[config.mk]
export PLATFORM = sky130hd
export DESIGN_NAME = edifact_segment_tokenizer
export DESIGN_NICKNAME = d
export VERILOG_FILES = /design/src/sv/est_pkg.sv /design/src/sv/est_core.sv /design/src/sv/est_outq.sv /design/src/sv/edifact_segment_tokenizer.sv
export SDC_FILE = /design/constraint.sdc
export NUM_CORES = 1
export LEC_CHECK = 0
export ABC_AREA = 1
export CAP_MARGIN = 20
export CORE_MARGIN = 5
export CORE_UTILIZATION = 55
export CTS_BUF_LIST = sky130_fd_sc_hd__clkbuf_16
export DETAILED_ROUTE_END_ITERATION = 7
export DONT_BUFFER_PORTS = 1
export HOLD_SLACK_MARGIN = 0.12
export PLACE_DENSITY = 0.71
export SYNTH_ARGS = -nofsm -noshare
export SYNTH_HDL_FRONTEND = slang
export SYNTH_SLANG_ARGS = --single-unit
[constraint.sdc]
create_clock -name clk -period 5 [get_ports clk]
set_input_delay 0.75 -clock clk [delete_from_list [all_inputs] [get_ports clk]]
set_output_delay 0.75 -clock clk [all_outputs]
set_load 0.01 [all_outputs]
[src/sv/est_pkg.sv]
package est_pkg;

  localparam int MAX_POSITION = 255;
  localparam int POS_CAP_I = (MAX_POSITION < 255) ? MAX_POSITION : 255;
  localparam logic [7:0] POS_CAP = POS_CAP_I[7:0];

  localparam int NUM_REGS = 5;
  localparam int REG_IDX_W = 3;

  // delimiter slots, also the configuration register indexes
  localparam logic [REG_IDX_W-1:0] DL_ELEM = 3'd0;
  localparam logic [REG_IDX_W-1:0] DL_COMP = 3'd1;
  localparam logic [REG_IDX_W-1:0] DL_DEC  = 3'd2;
  localparam logic [REG_IDX_W-1:0] DL_REL  = 3'd3;
  localparam logic [REG_IDX_W-1:0] DL_SEG  = 3'd4;

  localparam logic [7:0] RST_ELEM = 8'd43;
  localparam logic [7:0] RST_COMP = 8'd58;
  localparam logic [7:0] RST_DEC  = 8'd46;
  localparam logic [7:0] RST_REL  = 8'd63;
  localparam logic [7:0] RST_SEG  = 8'd39;

  localparam logic [7:0] CHAR_DOT = 8'h2E;

  localparam logic [23:0] TAG_UNA = 24'h554E41;
  localparam logic [23:0] TAG_UNB = 24'h554E42;
  localparam logic [23:0] TAG_UNZ = 24'h554E5A;

  typedef enum logic [4:0] {
    PH_AWAIT = 5'b00001,
    PH_UNA   = 5'b00010,
    PH_FILL  = 5'b00100,
    PH_TAG   = 5'b01000,
    PH_DATA  = 5'b10000
  } phase_t;

  typedef enum logic [1:0] {
    PV_SEG  = 2'd0,
    PV_ELEM = 2'd1,
    PV_COMP = 2'd2
  } prev_delim_t;

  typedef enum logic [1:0] {
    KIND_DATA    = 2'd0,
    KIND_TAG     = 2'd1,
    KIND_DELIM   = 2'd2,
    KIND_SERVICE = 2'd3
  } byte_kind_t;

  typedef enum logic [2:0] {
    EV_NONE      = 3'd0,
    EV_SEG_START = 3'd1,
    EV_ELEM_END  = 3'd2,
    EV_COMP_END  = 3'd3,
    EV_SEG_END   = 3'd4,
    EV_UNA_DONE  = 3'd5
  } event_t;

  localparam logic [2:0] UNA_LAST = 3'd5;

  typedef struct packed {
    logic [7:0]  out_byte;
    byte_kind_t  byte_kind;
    event_t      event_res;
    logic [7:0]  element_pos;
    logic [7:0]  component_pos;
    logic        composite_start;
    logic        composite_end;
    logic        interchange_start;
    logic        interchange_end;
    logic [23:0] segment_tag;
  } result_t;

  function automatic logic is_alnum(input logic [7:0] b);
    return (b >= 8'h30 && b <= 8'h39) || (b >= 8'h41 && b <= 8'h5A) ||
           (b >= 8'h61 && b <= 8'h7A);
  endfunction

  function automatic logic [7:0] sat_inc(input logic [7:0] x);
    return (x < POS_CAP) ? x + 8'd1 : x;
  endfunction

endpackage

[src/sv/est_core.sv]
module est_core
  import est_pkg::*;
(
  input  logic                 clk,
  input  logic                 rst,
  input  logic                 cfg_we,
  input  logic [REG_IDX_W-1:0] cfg_index,
  input  logic [7:0]           cfg_data,
  input  logic                 accept,
  input  logic [7:0]           in_byte,
  output result_t              res
);

  logic [7:0]  regs [NUM_REGS];
  logic [7:0]  delims [NUM_REGS];
  phase_t      phase;
  prev_delim_t prev_delim;
  logic        release_pending;
  logic [23:0] tag_chars;
  logic [1:0]  tag_count;
  logic [7:0]  element_count;
  logic [7:0]  component_count;
  logic [2:0]  una_index;
  logic        interchange_open;

  logic [7:0]  delims_next [NUM_REGS];
  phase_t      phase_next;
  prev_delim_t prev_delim_next;
  logic        release_pending_next;
  logic [23:0] tag_chars_next;
  logic [1:0]  tag_count_next;
  logic [7:0]  element_count_next;
  logic [7:0]  component_count_next;
  logic [2:0]  una_index_next;
  logic        interchange_open_next;

  always_comb begin
    logic [7:0]  b;
    logic [23:0] tag_new;
    logic [7:0]  elem_upd;
    logic [7:0]  comp_upd;
    logic        seg_end;

    b = in_byte;
    tag_new = tag_chars;
    elem_upd = element_count;
    comp_upd = component_count;
    seg_end = 1'b0;

    delims_next = delims;
    phase_next = phase;
    prev_delim_next = prev_delim;
    release_pending_next = release_pending;
    tag_count_next = tag_count;
    una_index_next = una_index;
    interchange_open_next = interchange_open;

    res.out_byte = b;
    res.byte_kind = KIND_SERVICE;
    res.event_res = EV_NONE;
    res.composite_start = 1'b0;
    res.composite_end = 1'b0;
    res.interchange_start = 1'b0;
    res.interchange_end = 1'b0;

    unique case (phase)
      PH_AWAIT, PH_FILL: begin
        if (is_alnum(b)) begin
          if (phase == PH_AWAIT) begin
            delims_next = regs;
          end
          tag_new = {b, 16'd0};
          tag_count_next = 2'd1;
          release_pending_next = 1'b0;
          elem_upd = 8'd0;
          comp_upd = 8'd0;
          phase_next = PH_TAG;
          res.byte_kind = KIND_TAG;
        end
      end
      PH_UNA: begin
        unique case (una_index)
          3'd0: delims_next[DL_COMP] = b;
          3'd1: delims_next[DL_ELEM] = b;
          3'd2: delims_next[DL_DEC] = b;
          3'd3: delims_next[DL_REL] = b;
          3'd4: ;
          default: delims_next[DL_SEG] = b;
        endcase
        if (una_index >= UNA_LAST) begin
          res.event_res = EV_UNA_DONE;
          una_index_next = 3'd0;
          phase_next = PH_FILL;
        end else begin
          una_index_next = una_index + 3'd1;
        end
      end
      PH_TAG: begin
        if (b == delims[DL_ELEM]) begin
          res.byte_kind = KIND_DELIM;
          res.event_res = EV_SEG_START;
          phase_next = PH_DATA;
          prev_delim_next = PV_ELEM;
        end else if (b == delims[DL_SEG]) begin
          res.byte_kind = KIND_DELIM;
          seg_end = 1'b1;
        end else begin
          res.byte_kind = KIND_TAG;
          if (tag_count != 2'd3) begin
            if (tag_count == 2'd1) begin
              tag_new[15:8] = b;
            end else begin
              tag_new[7:0] = b;
            end
            tag_count_next = tag_count + 2'd1;
            // judge the tag on its third character
            if (tag_count == 2'd2) begin
              if (tag_new == TAG_UNA) begin
                res.interchange_end = interchange_open;
                interchange_open_next = 1'b0;
                una_index_next = 3'd0;
                phase_next = PH_UNA;
              end else if (tag_new == TAG_UNB) begin
                if (interchange_open) begin
                  res.interchange_end = 1'b1;
                  delims_next = regs;
                end
                res.interchange_start = 1'b1;
                interchange_open_next = 1'b1;
              end
            end
          end
        end
      end
      default: begin
        if (release_pending) begin
          release_pending_next = 1'b0;
          res.byte_kind = KIND_DATA;
        end else if (b == delims[DL_ELEM] || b == delims[DL_SEG]) begin
          res.byte_kind = KIND_DELIM;
          if (prev_delim == PV_COMP) begin
            comp_upd = sat_inc(component_count);
            res.composite_end = 1'b1;
          end else begin
            elem_upd = sat_inc(element_count);
            comp_upd = 8'd0;
          end
          if (b == delims[DL_ELEM]) begin
            res.event_res = (prev_delim == PV_COMP) ? EV_COMP_END : EV_ELEM_END;
            prev_delim_next = PV_ELEM;
          end else begin
            seg_end = 1'b1;
          end
        end else if (b == delims[DL_COMP]) begin
          res.byte_kind = KIND_DELIM;
          if (prev_delim != PV_COMP) begin
            elem_upd = sat_inc(element_count);
            comp_upd = sat_inc(8'd0);
          end else begin
            comp_upd = sat_inc(component_count);
          end
          res.composite_start = (comp_upd == 8'd1);
          res.event_res = EV_COMP_END;
          prev_delim_next = PV_COMP;
        end else if (b == delims[DL_DEC]) begin
          res.out_byte = CHAR_DOT;
          res.byte_kind = KIND_DATA;
        end else if (b == delims[DL_REL]) begin
          release_pending_next = 1'b1;
        end else begin
          res.byte_kind = KIND_DATA;
        end
      end
    endcase

    tag_chars_next = tag_new;
    res.element_pos = elem_upd;
    res.component_pos = comp_upd;
    res.segment_tag = tag_new;
    element_count_next = elem_upd;
    component_count_next = comp_upd;

    if (seg_end) begin
      res.event_res = EV_SEG_END;
      element_count_next = 8'd0;
      component_count_next = 8'd0;
      prev_delim_next = PV_SEG;
      release_pending_next = 1'b0;
      if (tag_count_next == 2'd3 && tag_new == TAG_UNZ) begin
        res.interchange_end = 1'b1;
        interchange_open_next = 1'b0;
        phase_next = PH_AWAIT;
      end else begin
        phase_next = PH_FILL;
      end
    end
  end

  always_ff @(posedge clk) begin
    if (rst) begin
      regs[DL_ELEM] <= RST_ELEM;
      regs[DL_COMP] <= RST_COMP;
      regs[DL_DEC] <= RST_DEC;
      regs[DL_REL] <= RST_REL;
      regs[DL_SEG] <= RST_SEG;
      delims[DL_ELEM] <= RST_ELEM;
      delims[DL_COMP] <= RST_COMP;
      delims[DL_DEC] <= RST_DEC;
      delims[DL_REL] <= RST_REL;
      delims[DL_SEG] <= RST_SEG;
      phase <= PH_AWAIT;
      prev_delim <= PV_SEG;
      release_pending <= 1'b0;
      tag_chars <= '0;
      tag_count <= '0;
      element_count <= '0;
      component_count <= '0;
      una_index <= '0;
      interchange_open <= 1'b0;
    end else begin
      // drop writes past the last register
      if (cfg_we && cfg_index <= DL_SEG) begin
        regs[cfg_index] <= cfg_data;
      end
      if (accept) begin
        delims <= delims_next;
        phase <= phase_next;
        prev_delim <= prev_delim_next;
        release_pending <= release_pending_next;
        tag_chars <= tag_chars_next;
        tag_count <= tag_count_next;
        element_count <= element_count_next;
        component_count <= component_count_next;
        una_index <= una_index_next;
        interchange_open <= interchange_open_next;
      end
    end
  end

  a_una_index_phase: assert property (@(posedge clk) disable iff (rst)
    una_index != 3'd0 |-> phase == PH_UNA)
    else $error("service string index set outside the UNA phase");

  a_release_in_data: assert property (@(posedge clk) disable iff (rst)
    release_pending |-> phase == PH_DATA)
    else $error("release pending outside data");

  a_ubn_opens: assert property (@(posedge clk) disable iff (rst)
    accept && res.interchange_start |=> interchange_open)
    else $error("UNB tag did not open the interchange");

  a_counts_capped: assert property (@(posedge clk) disable iff (rst)
    element_count <= POS_CAP && component_count <= POS_CAP)
    else $error("position count above cap");

endmodule

[src/sv/est_outq.sv]
module est_outq
  import est_pkg::*;
(
  input  logic    clk,
  input  logic    rst,
  input  logic    push,
  input  result_t push_data,
  output logic    full,
  output logic    out_valid,
  input  logic    out_stall,
  output result_t head
);

  result_t    slots [2];
  logic       wr_ptr;
  logic       rd_ptr;
  logic [1:0] count;
  logic       pop;

  assign pop = out_valid && !out_stall;
  assign out_valid = count != 2'd0;
  assign full = count == 2'd2;
  assign head = slots[rd_ptr];

  always_ff @(posedge clk) begin
    if (push) begin
      slots[wr_ptr] <= push_data;
    end
  end

  always_ff @(posedge clk) begin
    if (rst) begin
      wr_ptr <= 1'b0;
      rd_ptr <= 1'b0;
      count <= 2'd0;
    end else begin
      if (push) begin
        wr_ptr <= !wr_ptr;
      end
      if (pop) begin
        rd_ptr <= !rd_ptr;
      end
      priority if (push && !pop) begin
        count <= count + 2'd1;
      end else if (pop && !push) begin
        count <= count - 2'd1;
      end
    end
  end

  a_no_overflow: assert property (@(posedge clk) disable iff (rst)
    push |-> count != 2'd2)
    else $error("transfer into a full output queue");

  a_count_range: assert property (@(posedge clk) disable iff (rst)
    count <= 2'd2)
    else $error("output queue count out of range");

  a_ptr_track: assert property (@(posedge clk) disable iff (rst)
    (count == 2'd1) == (wr_ptr != rd_ptr))
    else $error("queue pointers disagree with count");

endmodule

[src/sv/edifact_segment_tokenizer.sv]
// A result is queued as its byte is transferred in, behind any older result.
// Throughput: one byte per cycle while in_stall is low; all token state updates
// with the input transfer, and a two-entry output queue lets the next byte in while
// a result waits on out_stall. in_stall rises only when both entries are full.
// Reset: synchronous; restores the default delimiter registers and awaits a header.
module edifact_segment_tokenizer
  import est_pkg::*;
(
  input  logic                 clk,
  input  logic                 rst,
  input  logic                 cfg_we,
  input  logic [REG_IDX_W-1:0] cfg_index,
  input  logic [7:0]           cfg_data,
  input  logic                 in_valid,
  output logic                 in_stall,
  input  logic [7:0]           in_byte,
  output logic                 out_valid,
  input  logic                 out_stall,
  output logic [7:0]           out_byte,
  output logic [1:0]           byte_kind,
  output logic [2:0]           event_res,
  output logic [7:0]           element_pos,
  output logic [7:0]           component_pos,
  output logic                 composite_start,
  output logic                 composite_end,
  output logic                 interchange_start,
  output logic                 interchange_end,
  output logic [23:0]          segment_tag
);

  logic    accept;
  logic    full;
  result_t res;
  result_t head;

  assign in_stall = full;
  assign accept = in_valid && !full;

  est_core u_core (
    .clk       (clk),
    .rst       (rst),
    .cfg_we    (cfg_we),
    .cfg_index (cfg_index),
    .cfg_data  (cfg_data),
    .accept    (accept),
    .in_byte   (in_byte),
    .res       (res)
  );

  est_outq u_outq (
    .clk       (clk),
    .rst       (rst),
    .push      (accept),
    .push_data (res),
    .full      (full),
    .out_valid (out_valid),
    .out_stall (out_stall),
    .head      (head)
  );

  assign out_byte = head.out_byte;
  assign byte_kind = head.byte_kind;
  assign event_res = head.event_res;
  assign element_pos = head.element_pos;
  assign component_pos = head.component_pos;
  assign composite_start = head.composite_start;
  assign composite_end = head.composite_end;
  assign interchange_start = head.interchange_start;
  assign interchange_end = head.interchange_end;
  assign segment_tag = head.segment_tag;

endmodule

### After elaboration in Yosys (flattened, before gate mapping)

Memory sizes are Yosys's and may differ from the RTL's. A register that Yosys moved wholly into a read port is not among the register bits.
Cells that the tools add are included.

| cells by class | value |
|---|---|
| bitwise operators | 1 |
| equality and inequality tests | 48 |
| reductions and logical operators | 40 |
| magnitude comparators | 12 |
| muxes and demuxes | 152 |
| add/sub/neg operators | 6 |

Operators with widths:

| operator | count |
|---|---|
| $mux W40 | 9 |
| $mux W8 | 42 |
| $pmux W40 S3 | 1 |
| $eq A24 B23 Y1 const B | 3 |
| $reduce_and A12 Y1 | 5 |
| $mux W2 | 27 |
| $mux W16 | 3 |
| $mux W5 | 9 |
| $bwmux W40 | 1 |
| $eq A8 B8 Y1 | 5 |
| $mux W1 | 36 |
| $mux W3 | 11 |
| $pmux W16 S2 | 1 |
| $pmux W8 S2 | 2 |
| $demux W8 S3 | 1 |
| $mux W24 | 1 |
| $ne A2 B2 Y1 const B | 10 |
| $ne A2 B1 Y1 const B | 9 |
| $add A8 B1 Y8 const B | 2 |
| $ge A8 B7 Y1 const B | 2 |
| $le A8 B7 Y1 const B | 2 |
| $lt A8 B8 Y1 const B | 2 |
| $pmux W5 S3 | 1 |
| $ne A4 B1 Y1 const B | 3 |
| 43 further kinds | 71 |

| storage, ports and cells | value |
|---|---|
| memories | 1 |
| bits in writable memories | 114 |
| bits in registers | 138 |
| output and inout bits | 59 |

Memories:

| memory | words | bits a word | read ports | clocked after memory_dff | wr ports | line | RTL |
|---|---|---|---|---|---|---|---|
| u_outq.slots | 2 | 57 | 1 | 1 | 1 | est_outq.sv:14 | `result_t slots [2];` |

### Logic depth before layout (Yosys ltp)

Gate-level depths: netlist of run 1.

| depth | value |
|---|---|
| depth after elaboration | 16 |
| mapped depth | 19 |
| gate-level depth less buffers | 18 |

### Hierarchy

Synthesis of run 1 repeated with hierarchy kept, for this count alone.

| unflattened totals | value |
|---|---|
| cells, all modules | 1473 |
| area, all modules | 12545.8 µm² |

By module, submodules not included:

| module | cells each | area each (µm²) | instances |
|---|---|---|---|
| est_core | 1258 | 8067.7 | 1 |
| est_outq | 213 | 4468.0 | 1 |
| edifact_segment_tokenizer | 2 | 10.0 | 1 |

### Worst setup path before layout of run 1

OpenSTA, ideal clock, no wires.

| timing | value |
|---|---|
| path type | in2reg |
| start point | input port in_valid |
| end point | memory u_outq.slots[1][0] in the netlist's numbering, enable pin |
| required time | 4.526 ns |
| arrival time | 3.719 ns |
| setup slack | 0.807 ns |
| library setup time | 0.474 ns |
| cell stages on the path | 4 |
| cell sequence | o21ai_0 -> clkbuf_1 -> clkbuf_1 -> nor2_1 |

| on the way | value |
|---|---|
| word-level cells in the longest chain between the ends | 3 |

RTL lines:

| what | line | RTL |
|---|---|---|
| start: declaration | edifact_segment_tokenizer.sv:14 | `input logic in_valid,` |
| $logic_and A1 B1 Y1 | edifact_segment_tokenizer.sv:37 | `assign accept = in_valid && !full;` |
| $mux W1 | est_outq.sv:26 | `if (push) begin` |
| $mux W1 (implied by the code) | est_outq.sv:27 | `slots[wr_ptr] <= push_data;` |
| end: declaration | est_outq.sv:14 |  |

No other way between the ends.

==> results of run 1 <==
## area by class of cell
| type | count | area, sq um | share of cell area, % |
|---|---|---|---|
| repair buffers | 7 | 52.6 | 0.391 |
| multi-input cells | 1042 | 5380 | 40.0 |
| well taps | 285 | 357 | 2.65 |
| clock inverters | 22 | 215 | 1.60 |
| inverters | 149 | 571 | 4.24 |
| flip-flops and latches | 253 | 6210 | 46.1 |
| clock buffers | 27 | 676 | 5.02 |
## routing by layer
metal,vias up,track usage [%]
li1,4945,-
met1,4569,31.4
met2,360,39.0
met3,55,4.62
met4,0,6.61
met5,-,0
## how the worst max path moves through the flow
stage                    startpoint                      end  slack, ns  cells past startpoint
floorplan                  in_valid       u_outq.slots[1][0]       0.81                      4
global placement    u_core.phase[0]      u_outq.slots[0][53]       1.99                     10
CTS                 u_core.phase[0]  u_core.element_count[3]       1.69                     12
global route        u_core.phase[0]  u_core.element_count[4]       1.27                     12
finish              u_core.phase[0]  u_core.element_count[3]       1.59                     12
detailed placement  u_core.phase[0]  u_core.element_count[4]       1.75                     12
## power by group
part / total (W) / switching [W] / internal (W)
clock: 0.00199 / 0.000801 / 0.00119
combinational: 0.00205 / 0.00142 / 0.000632
sequential: 0.00278 / 0.000172 / 0.00261
total: 0.00682 / 0.00239 / 0.00443
## registers in the layout, indices dropped and copies added (netlist names), named ones only
signal and cells:
u_outq.slots 114, u_core.delims 40, u_core.regs 40, u_core.tag_chars 24, u_core.component_count 8, u_core.element_count 8
u_core.phase 5, u_core.una_index 3, u_core.prev_delim 2, u_core.tag_count 2, u_outq.count 2, u_core.interchange_open 1
u_core.release_pending 1, u_outq.rd_ptr 1, u_outq.wr_ptr 1
## layout by cell type, fill, tap and decap left out, drive strengths merged, types with 2 or more instances in the layout
cell type / instances
ha: 8
o21bai: 2
or2: 6
a31oi: 2
clkinvlp: 2
clkinv: 18
nor3: 9
nand2: 427
nand4: 30
xor2: 9
dfxtp: 139
inv: 147
buf: 7
o21ai: 116
edfxtp: 114
a211oi: 6
mux2i: 2
nand3b: 2
clkbuf: 27
a21oi: 82
o211ai: 16
xnor2: 12
nand3: 95
bufinv: 4
nor4: 4
nor2: 150
mux2: 57
## cells by family (layout without fill, tap and decap cells)
kind of cell | after synthesis | in the layout | share of synthesized area, %
AOI/OAI and AO/OA | 230 | 230 | 10.1
xor gates and xnor gates | 21 | 21 | 1.48
adders and majority gates | 8 | 8 | 0.805
buffers and inverters | 207 | 205 | 7.02
DFF | 253 | 253 | 49.9
muxes | 59 | 59 | 5.32
and+or+nand+nor | 724 | 724 | 25.3
## through the flow
step           instance area, sq um  power, W
5_1_grt                       13500   0.00724
3_5_place_dp                  12600   0.00484
2_1_floorplan                 12400   0.00442
3_3_place_gp                  12600   0.00480
6_report                      13500   0.00682
4_1_cts                       13500   0.00685
==> results.md, run 1 <==
- Status: completed
- GR Util All Layers: 23.4%
- CP most frequent cell: nor2_1
- FF-to-FF End: u_core.element_count[3]
- Slowest CP cell: nor2_1
- Worst slew margin: 34.5%
- Buffers on Ports: 0
- Top-count cell post-synth: nand2_1
- Cts hold-fix bufs: 0
- Reg2Reg Setup Slack: 1.59 ns
- EDFF count, synth: 114
- Count of final hold-check violations: 0
- Post-cts repair resize count: 0
- WL met3: 2.20 mm
- DP HPWL: 20.6 mm
- Overall die width: 160 um
- Vias per cell: 5.56
- Sequential area share after synthesis: 49.9%
- Worst setup SP type: flop
- Setup WS pre-CTS: 1.75 ns
- Non-filler instance count after layout: 1785
- Crit-path cells: inv_1 -> nand4_2 -> buf_4 -> nand2_1 -> nor2_1 -> inv_2 -> nor2_1 -> nand4_2 -> nor2_1 -> mux2i_1 -> nand2_1 -> a21oi_1
- Met2 Routed Length: 14.1 mm
- Clk sink count: 253
- Antenna Cells: 0
- Ys flop type: dfxtp_1
- Num ports: 83
- Final setup margin: 1.59 ns
- Uppermost layer routed: met4
- DR pass1 iterations: 6
- R2R cell count: 12
- Initial antenna violation count: 0
- DRC violations left: 0
- Row count: 55
- Min Hold Slack: 0.294 ns
- Post-Route Utilization: 60.0%
- Top cells by count, synth: nand2_1 (413), nor2_1 (140), dfxtp_1 (139)
- Gpl congestion: 0.899
- Area of the die: 25700 sq um
- Leak pwr: 5.68 nW
- Max Cap Viol: 0
- Placed cells: 1736
- Worst hold path class: in -> reg
- Final Slew Violations: 0
- Fill count: 1977
- Tmin final: 3.41 ns
- Area share of the leading cell type in the synthesized netlist: 27.5%
- Worst path bufs/invs: 3
- CTS tree: done
- Fmax achieved: 293 MHz
- Hold Path Stages: 1
- Average size of a mapped cell: 8.28 sq um
- Avg WL per Cell: 17.0 um
- Largest net degree at the start of global routing: 97
- Layout cell share with drive strength beyond 1: 12.0%
- Setup Fix Bufs, Post-CTS: 0
- Kind of critical path: reg -> reg
- Aggregate global routing overflow: 0
- Netlist cell types: 54
- Post-Syn Area: 12400 sq um
- Metal-1 WL: 13.2 mm
- First-pass GRT wire length: 49.9 mm
- Vias post-DR: 9929
- Initial drt markers: 1020
- Setup TNS: 0 ns
- Hold Path Sink: u_core.delims[6]
- CP max FO: 43
- Final nets: 1512
- Yosys reg bits: 253
- Routed WL: 30.4 mm
- CTS Buf Count: 27
- Worst slew pin tran: 0.980 ns
- Area Overhead vs Synth: 8.25%
- Final setup violation count: 0
- Clock Skew: 0.0178 ns
- H-tree Lvls: 1
- Clock tree buffer depth: 3
- Worst skew pair latency: 0.53 ns
- Clock-pin slew on the worst setup and hold paths: 0.06 ns
- Starting Density: 55.4%
- Critical path endpoint category: flop
- Yosys warns: 0
- Vias in the first global route: 9486
- Final period utilization: 68.2%
- Max rail drop VDD: 0.316 mV
- Core ar.: 22400 sq um
- R2R Path Start: u_core.phase[0]
- Critical Path RT: 5.45 ns
- Synth area leaders: edfxtp_1 (28%), dfxtp_1 (22%), nand2_1 (12%), mux2_2 (5.2%), nor2_1 (4.2%)
- Unrepaired setup endpoints after global routing: false
- Min-delay src: rst
- Antenna Nets Post-Route: 0
- Critical Path Max Stage Delay: 0.69 ns
- Syn Nets: 1534
- Synth area leader: edfxtp_1
- Mapped Cells: 1502
- CTS Root Cell: clkbuf_16
- Critical path arrival: 3.86 ns
- Async SR Flop Fraction: 0%
- Top delay family on crit path: simple AND/OR/NAND/NOR gates
- Power Density: 507 nW/um^2
- Die height: 160 um
No activity file was read; power rests on OpenSTA's default activity.
==> run 2: changes to the inputs <==
==> constraint.sdc (replaced) <==
create_clock -name clk -period 3.48 [get_ports clk]
set_input_delay 0.522 -clock clk [delete_from_list [all_inputs] [get_ports clk]]
set_output_delay 0.522 -clock clk [all_outputs]
set_load 0.01 [all_outputs]
==> run 2 against run 1 <==
Core utilization rose by 0.61 points. First-iteration DRC count rose by 9.9%. Largest cell class unchanged. Via count rose by 1.2%. Critical path depth rose by 1. Combinational power rose by 46%. Hold slack got worse by 0.16 ns. Non-clock buffer count rose by 14. Cell area rose by 1.0%. Die area did not move. Fmax rose by 22%. Routed wire length rose by 1.0%. Sequential power rose by 44%.
==> results.md, run 2 (synthesis results as in run 1) <==
- Row count: 55 (unchanged)
- Non-filler instance count after layout: 1800 (+0.84%)
- Tmin final: 2.78 ns (-0.624 ns)
- First-pass GRT wire length: 50.8 mm (+1.9%)
- CP max FO: 24 (-44%)
- CTS Root Cell: clkbuf_16
- Vias in the first global route: 9821 (+3.5%)
- Initial drt markers: 1121 (+9.9%)
- R2R cell count: 13 (+1)
- Area of the die: 25700 sq um (unchanged)
- Hold Path Stages: 2 (+1)
- Worst setup SP type: flop
- FF+latch area: 6210 sq um (unchanged)
- Clock-pin slew on the worst setup and hold paths: 0.07 ns (about the same)
- Fill count: 1986 (+0.46%)
- Core ar.: 22400 sq um (unchanged)
- Uppermost layer routed: met4
- Largest net degree at the start of global routing: 56 (-42%)
- Critical Path RT: 3.87 ns (-1.58 ns)
- Avg WL per Cell: 17.0 um (+0.17%)
- Overall die width: 160 um (unchanged)
- Vias post-DR: 10000 (+1.2%)
- Min Hold Slack: 0.135 ns (-0.158 ns)
- DP HPWL: 21.2 mm (+2.8%)
- Aggregate global routing overflow: 0 (unchanged)
- Area post-placement: 12600 sq um (+0.43%)
- Final instance area: 13600 sq um (+1.0%)
- Placed cells: 1740 (+0.23%)
- Max rail drop VDD: 0.356 mV (+13%)
- Worst slew margin: 44.7% (+10 points)
- CTS Buf Count: 27 (unchanged)
- Final Slew Violations: 0 (unchanged)
- Worst Setup SP: u_core.tag_count[0]
- Min-delay src: cfg_data[2]
- Count of final hold-check violations: 0 (unchanged)
- Worst skew pair latency: 0.53 ns (about the same)
- Area Overhead vs Synth: 9.36%
- Clock Skew: 0.0151 ns (-0.00278 ns)
- Kind of critical path: reg -> reg
- Antenna Cells: 0 (unchanged)
- Most flops, register: u_outq.slots
- Fmax achieved: 359 MHz (+22%)
- Multi-input gate area: 5380 sq um (unchanged)
- Most common cell after layout, fill and taps aside: nand2_1
- Vias per cell: 5.58 (+0.36%)
- Power Density: 717 nW/um^2 (+41%)
- R2R Path Start: u_core.tag_count[0]
- Final nets: 1526 (+0.93%)
- Clock tree buffer depth: 3 (unchanged)
- Final setup violation count: 0 (unchanged)
- Die height: 160 um (unchanged)
- Routed WL: 30.7 mm (+1.0%)
- Max reg flops: 114 (unchanged)
- Antenna Nets Post-Route: 0 (unchanged)
- Worst hold path class: in -> reg
- Commonest non-fill, non-tap cells in the layout: nand2_1 (413), nor2_1 (138), dfxtp_1 (138)
- Clk sink count: 253 (unchanged)
- Largest regs: u_outq.slots (114), u_core.delims (40), u_core.regs (40)
- Reg2Reg Setup Slack: 0.70 ns (-0.90 ns)
- Setup TNS: 0 ns (unchanged)
- Layout cell share with drive strength beyond 1: 12.2% (+0.21 points)
- GR Util All Layers: 23.8% (+0.38 points)
- Starting Density: 55.4% (unchanged)
- DRC violations left: 0 (unchanged)
- Critical path arrival: 3.17 ns (-0.69 ns)
- Total power: 0.00975 W (+43%)
- H-tree Lvls: 1 (unchanged)
- Critical path endpoint category: flop
- Met2 Routed Length: 14.3 mm (+0.97%)
- Initial antenna violation count: 0 (unchanged)
- Num ports: 83 (unchanged)
- Leak pwr: 5.75 nW (+1.3%)
- Post-cts repair resize count: 0 (unchanged)
- Final period utilization: 80.0% (+12 points)
- DR pass1 iterations: 5 (-1)
- Worst slew pin tran: 0.824 ns (-0.156 ns)
- CTS tree: done
- WL met3: 2.00 mm (-9.1%)
- Unrepaired setup endpoints after global routing: false
- Buffers on Ports: 0 (unchanged)
- Gpl congestion: 0.943 (+4.9%)
- Metal-1 WL: 13.6 mm (+2.8%)
- Status: completed
- Max Cap Viol: 0 (unchanged)
-- run 2: cell count changes in the layout (fill, tap and decap cells not counted) --
cell | before | now
clkinvlp_4 | 2 | 3
dlygate4sd3_1 | 0 | 9
clkbuf_16 | 27 | 29
clkinv_2 | 7 | 4
inv_1 | 124 | 127
inv_2 | 21 | 23
clkinv_1 | 8 | 6
buf_12 | 0 | 3
bufinv_16 | 4 | 1
buf_4 | 7 | 9
inv_6 | 1 | 2
-- run 2: layer usage --
metal  vias up  track usage, %
li1       4971               -
met5         -               0
met3        64            3.87
met4         0            6.84
met1      4666            32.5
met2       347            39.5
-- run 2: timing repair --
action                                 4_1_cts  5_1_grt
endpoints found under the hold margin       59        0
hold buffers                                10        0
setup endpoints to repair                    0        0
buffers inserted                             0        0
-- run 2: final timing paths --
path,to
worst max-delay path,u_core.delims[32]
worst min-delay path,u_core.regs[26]
worst max register to register,u_core.delims[32]
worst min register to register,u_core.regs[34]
-- run 2: where the power goes --
part / internal (W) / switching (W)
clock network: 0.00158 / 0.00117
logic: 0.000954 / 0.00204
registers: 0.00375 / 0.000253
total: 0.00628 / 0.00346
-- run 2: area by class of cell --
class | instances | area share (%)
multi-input cells | 1042 | 39.6
flip-flops and latches | 253 | 45.7
well taps | 285 | 2.62
repair buffers | 21 | 1.60
clock inverters | 21 | 1.02
inverters | 149 | 4.19
clock buffers | 29 | 5.34
-- run 2: worst max-delay path, cell delays in order, from the launching register on --
cell     delay [ns]
dfxtp_1        0.61
nand2_2        0.35
o21ai_0        0.30
nand2_1        0.10
nor3_2         0.11
nand3_1        0.12
nor2_1         0.22
nand2_1        0.10
nand2_2        0.10
nand2_4        0.12
nor2_4         0.27
inv_2          0.11
nand2_1        0.07
nand3_1        0.06
-- run 2: per-stage QoR --
| step | utilization (%) | setup WS (ns) |
|---|---|---|
| after floorplan | - | 0.481 |
| after global placement | 56.3 | 0.843 |
| after detailed placement | 56.3 | 0.712 |
| after CTS | 60.6 | 0.732 |
| after global routing | 60.6 | 0.343 |
| final | 60.6 | 0.695 |
